--- config.mk ---
export PLATFORM = sky130hd
export DESIGN_NAME = csl_sqrt
export DESIGN_NICKNAME = d
export VERILOG_FILES = /design/src/rtl/csl_pkg.sv /design/src/rtl/csl_sqrt.sv
export SDC_FILE = /design/constraint.sdc
export NUM_CORES = 2
export LEC_CHECK = 0
export ABC_CLOCK_PERIOD_IN_PS = 79200
export BUFFER_PORTS_ARGS = -buffer_cell sky130_fd_sc_hd__buf_4
export CORE_MARGIN = 5
export CORE_UTILIZATION = 60
export DETAILED_ROUTE_END_ITERATION = 6
export PLACE_DENSITY = 0.86
export SETUP_SLACK_MARGIN = 0.3
export SLEW_MARGIN = 25
export SYNTH_ARGS = -nofsm -noshare
export SYNTH_HDL_FRONTEND = slang
export SYNTH_SLANG_ARGS = --single-unit
--- constraint.sdc ---
create_clock -name clk -period 79.2 [get_ports clk]
set_input_delay 15.84 -clock clk [delete_from_list [all_inputs] [get_ports clk]]
set_output_delay 15.84 -clock clk [all_outputs]
set_load 0.02 [all_outputs]
--- src/rtl/csl_pkg.sv ---
// ----------------------------------------------------------------------------
// csl_pkg
// Shared widths, types and register codes of the curvature speed limiter.
// ----------------------------------------------------------------------------
package csl_pkg;

  localparam int SPEED_FRAC_BITS = 8;
  localparam int SPEED_W = 16;
  localparam int ACC_W = 12;
  localparam int CURV_W = 18;
  localparam int MAG_W = 17;
  localparam int CFG_W = 17;
  localparam int NUM_SHIFT = 8 + 2 * SPEED_FRAC_BITS;
  localparam int NUM_W = ACC_W + NUM_SHIFT;   // always even
  localparam int REM_W = MAG_W + 1;
  localparam int SQ_W = NUM_W / 2;
  localparam int SR_W = SQ_W + 2;

  typedef enum logic [1:0] {
    REG_TOP_SPEED = 2'd0,
    REG_CAP_SPEED = 2'd1,
    REG_LAT_ACCEL = 2'd2,
    REG_MIN_CURV  = 2'd3
  } reg_idx_t;

  // values carried alongside the divider and root
  typedef struct packed {
    logic               apply;
    logic [SPEED_W-1:0] vbase;
    logic [SPEED_W-1:0] seg_max;
    logic [SPEED_W-1:0] seg_min;
  } side_t;

  typedef struct packed {
    logic             vld;
    side_t            side;
    logic [MAG_W-1:0] mag;
    logic [REM_W-1:0] rem;
    logic [NUM_W-1:0] num;
    logic [NUM_W-1:0] q;
  } div_stg_t;

  typedef struct packed {
    logic             vld;
    side_t            side;
    logic [NUM_W-1:0] x;
    logic [SR_W-1:0]  rem;
    logic [SQ_W-1:0]  root;
  } sq_stg_t;

endpackage

--- src/rtl/csl_sqrt.sv ---
// ----------------------------------------------------------------------------
// csl_sqrt
// Digit-by-digit integer square root, one root bit per pipeline stage.
// ----------------------------------------------------------------------------
module csl_sqrt (
  input  logic              clk,
  input  logic              rst_n,
  input  logic              en,
  input  csl_pkg::sq_stg_t  in_stg,
  output csl_pkg::sq_stg_t  out_stg
);

  localparam int S = csl_pkg::SQ_W;
  localparam int N = csl_pkg::NUM_W;
  localparam int R = csl_pkg::SR_W;

  csl_pkg::sq_stg_t stg_r [S];
  csl_pkg::sq_stg_t src   [S];
  csl_pkg::sq_stg_t stg_nxt [S];

  assign src[0] = in_stg;
  for (genvar g = 1; g < S; g++) begin : g_src
    assign src[g] = stg_r[g-1];
  end

  always_comb begin
    logic [R-1:0] sh;
    logic [R-1:0] trial;
    for (int i = 0; i < S; i++) begin
      stg_nxt[i] = src[i];
      sh    = {src[i].rem[R-3:0], src[i].x[N-1:N-2]};
      trial = {src[i].root, 2'b01};
      if (sh >= trial) begin
        stg_nxt[i].rem  = sh - trial;
        stg_nxt[i].root = {src[i].root[S-2:0], 1'b1};
      end else begin
        stg_nxt[i].rem  = sh;
        stg_nxt[i].root = {src[i].root[S-2:0], 1'b0};
      end
      stg_nxt[i].x = {src[i].x[N-3:0], 2'b00};
    end
  end

  always_ff @(posedge clk) begin
    for (int i = 0; i < S; i++) begin
      if (!rst_n) begin
        stg_r[i].vld <= 1'b0;
      end else if (en) begin
        stg_r[i] <= stg_nxt[i];
      end
    end
  end

  assign out_stg = stg_r[S-1];

endmodule

==> impl_metrics.json <==
{
  "gr-usage-met3": 0.0358,
  "dieArea_um2": 135000,
  "worst_ep_arrival_time_ns": 20.01,
  "peakVddDrop_mv": 0.0238,
  "ys.flop_type": "edfxtp_1",
  "slew_viol_final": 0,
  "cts.hold.buffers_added": 0,
  "fin_crit_sh": 0.248,
  "core_um2": 127000,
  "crit_cells": 6,
  "hold_viol": 0,
  "fin_cells": 6969,
  "critPathCapture": "stg_r[1][117]$_DFFE_PP_",
  "grt_max_degree": 176,
  "worstRegToRegCells": 10,
  "grt_overflow": 0,
  "use_met1": 0.197,
  "vias": 38500,
  "slowest_stage": "buf_4",
  "path_cells": "buf_4 > and2_4 > buf_4 > buf_12 > buf_4 > buf_4",
  "slowest_delay_ns": 0.87,
  "path_buf_inv": 5,
  "dp_hpwl_um": 78600,
  "globalRoute.busiestLayer": "met2",
  "drt-total-wl_um": 119000,
  "met2_usage": 0.324,
  "top_regs": "stg_r: 1856 flops",
  "dp_cells": 6633,
  "holdCritPathClass": "register to register",
  "yosysWarningCount": 0,
  "status": "completed",
  "clk_pin_slew_ns": 0.06,
  "min_period_ns": 19.62,
  "drt-wirelength-per-cell_um": 17.1,
  "drt_iter0_drc": 2212,
  "r2r_slack_ns": 75.20,
  "drive_gt1_frac": 0.145,
  "fin_area_um2": 86000,
  "cts_root_buf": "clkbuf_16",
  "rsz0062_at_grt": "false",
  "ios": 251,
  "fp.dieW_um": 367,
  "grt_usage": 0.176,
  "worstSetupEndpointType": "register",
  "synthCells": 4782,
  "clockBufferDepth": 3,
  "initial_utilization": 0.602,
  "setup_viol": 0,
  "ant_nets": 0,
  "remaining_drc_errors": 0,
  "port_buffers": 212,
  "num_rows": 131,
  "finClkSkew_ns": 0.0490,
  "synth-edff-count": 1855,
  "area_growth_pct": 12.6,
  "drt-pass1-iter-count": 6,
  "postCtsSetupBuffers": 0,
  "drv_cap": 0,
  "max-slew-margin-rel": 0.285,
  "grt_pass1_wl_um": 194000,
  "clkSinkCount": 1856,
  "startpoint": "en",
  "cts_tree": "done",
  "first_global_vias": 39700,
  "startpoint_type": "primary input",
  "top_register": "stg_r",
  "gp_congestion": 0.906,
  "synth_cell_types": 76,
  "diodes": 0,
  "max_freq_mhz": 51.0,
  "worst_slew_pin_slew_ns": 1.07,
  "dpl-instance-area_um2": 80000,
  "avgSynthCellArea_um2": 16.0,
  "rr_endpoint": "stg_r[7][31]$_DFFE_PP_",
  "layout.nets": 5643,
  "cts_max_level": 4,
  "critical_path_class": "primary input to register",
  "synth.cell_area_um2": 76400,
  "dieHeight_um": 367,
  "required_ns": 79.60,
  "crit_fanout": 175,
  "r2r_start": "stg_r[6][0]$_DFFE_PP_",
  "ys_seq_area_frac": 0.729,
  "vias_per_cell": 5.53,
  "clk_latency_ns": 0.79,
  "power.density_nw_per_um2": 25.9,
  "ys_async_sr_fraction": 0,
  "p_leak_nw": 32.2,
  "antenna_found_initial": 0,
  "fin_tns_setup_ns": 0,
  "cts-buffers-inserted": 181,
  "largest_reg_flops": 1856,
  "cts_resized": 0,
  "cp_top_family": "buffers and inverters",
  "cp_common_cell": "buf_4",
  "synth-seq-cells": 1856
}
where the power goes:
group	internal [mW]	total [mW]	switching (mW)
sequential	1.14	1.16	0.0170
clock	0.490	0.845	0.355
combinational	0.0971	0.224	0.127
total	1.73	2.23	0.499
cell usage after synthesis, drive strengths merged, types with 15 or more instances:
| cell type | number | area share |
|---|---|---|
| edfxtp | 1855 | 0.73 |
| xor2 | 68 | 0.0078 |
| a31oi | 32 | 0.0026 |
| nand2b | 32 | 0.0026 |
| o31ai | 15 | 0.0015 |
| buf | 56 | 0.0055 |
| a21oi | 225 | 0.015 |
| o211ai | 30 | 0.0029 |
| nand3 | 64 | 0.0042 |
| nor2 | 185 | 0.0091 |
| o21bai | 22 | 0.0022 |
| inv | 436 | 0.021 |
| mux2 | 228 | 0.034 |
| ha | 360 | 0.059 |
| mux2i | 23 | 0.0030 |
| nor2b | 41 | 0.0034 |
| and3 | 37 | 0.0030 |
| a21o | 116 | 0.011 |
| o21ai | 159 | 0.011 |
| or3 | 20 | 0.0016 |
| a211oi | 27 | 0.0028 |
| o21a | 64 | 0.0063 |
| nor3 | 47 | 0.0031 |
| clkbuf | 30 | 0.0015 |
| xnor2 | 191 | 0.022 |
| nand4 | 44 | 0.0036 |
| a211o | 15 | 0.0017 |
| nand2 | 180 | 0.0088 |
layout by cell type (no fill, tap or decap), types with 15 or more instances in the layout:
cell       netlist  final
bufinv_16        0     18
xnor2_1        191    191
buf_4           40    235
or3_1           20     20
ha_1           360    360
edfxtp_1      1855   1855
inv_1          436    436
nand2_1        180    180
mux2_2         215    215
o21ai_0        152    152
nor2b_1         41     41
clkinv_2         0     28
xor2_1          68     68
and3_1          37     37
o21bai_1        22     22
o21a_1          64     64
a211oi_1        25     25
a31oi_1         32     31
o31ai_1         15     15
nand3_1         64     64
a21o_1         116    116
a21oi_1        224    223
mux2i_1         23     23
a211o_1         15     15
clkbuf_1        30     41
nor3_1          46     46
o211ai_1        30     30
clkinv_1         0     41
nor2_1         185    185
nand4_1         44     44
nand2b_1        32     32
clkbuf_16        0    184
conb_1           1     36
layout make-up:
cell class | instances | area (um^2)
Timing Repair Buffer | 242 | 1870
Inverter | 436 | 1640
Sequential cell | 1856 | 55700
Multi-Input combinational cell | 2439 | 18700
Tap cell | 1662 | 2080
Fill cell | 8253 | 41000
Clock buffer | 227 | 4790
Clock inverter | 107 | 1190
layer usage:
metal | part of all wire | wire length (um) | vias to the layer above
met1 | 0.39 | 45900 | 18700
li1 | - | - | 18700
met4 | 0.044 | 5250 | 0
met2 | 0.53 | 63400 | 780
met3 | 0.039 | 4710 | 315
met5 | 0 | 0 | -
worst register-to-register path: stages (launching register included):
cell,delay [ns]
edfxtp_1,0.35
inv_1,0.06
ha_1,0.36
nor2b_1,0.15
o21ai_0,0.18
a21boi_0,0.18
o31a_1,0.31
nor4_1,0.63
o211ai_1,0.32
nand2_1,0.72
mux2_2,0.43
metrics by stage:
| stage | power, mW | hold slack (ns) | utilization | worst slack (ns) |
|---|---|---|---|---|
| final | 2.23 | 0.383 | 0.677 | 59.58 |
| after global routing | 2.32 | 0.394 | 0.677 | 59.30 |
| after CTS | 2.25 | 0.384 | 0.676 | 59.06 |
| after detailed placement | 1.40 | 0.405 | 0.629 | 58.21 |
| after global placement | 1.39 | 0.400 | 0.629 | 58.37 |
| after floorplan | 1.42 | 0.400 | - | 19.29 |
how the worst min path moves through the flow:
stage                                  from                  endpoint  slack, ns  depth (start not counted)
floorplan           stg_r[9][100]$_DFFE_PP_  stg_r[10][100]$_DFFE_PP_       0.40                          0
CTS                 stg_r[1][110]$_DFFE_PP_   stg_r[2][110]$_DFFE_PP_       0.38                          0
global placement    stg_r[11][69]$_DFFE_PP_   stg_r[12][71]$_DFFE_PP_       0.40                          0
global route         stg_r[6][53]$_DFFE_PP_    stg_r[7][55]$_DFFE_PP_       0.39                          0
finish              stg_r[1][110]$_DFFE_PP_   stg_r[2][110]$_DFFE_PP_       0.38                          0
detailed placement   stg_r[9][82]$_DFFE_PP_   stg_r[10][82]$_DFFE_PP_       0.40                          0
cells by family after synthesis:
kind of cell	Yosys count	share of synthesized area
flops	1856	0.729
compound gates	831	0.0721
simple gates	702	0.0445
buf+inv	522	0.0284
fa+ha+maj	360	0.0589
xor+xnor	259	0.0297
mux	251	0.0372
other cells	1	0.0000491
Note: power is estimated with default switching activity, not from simulation.
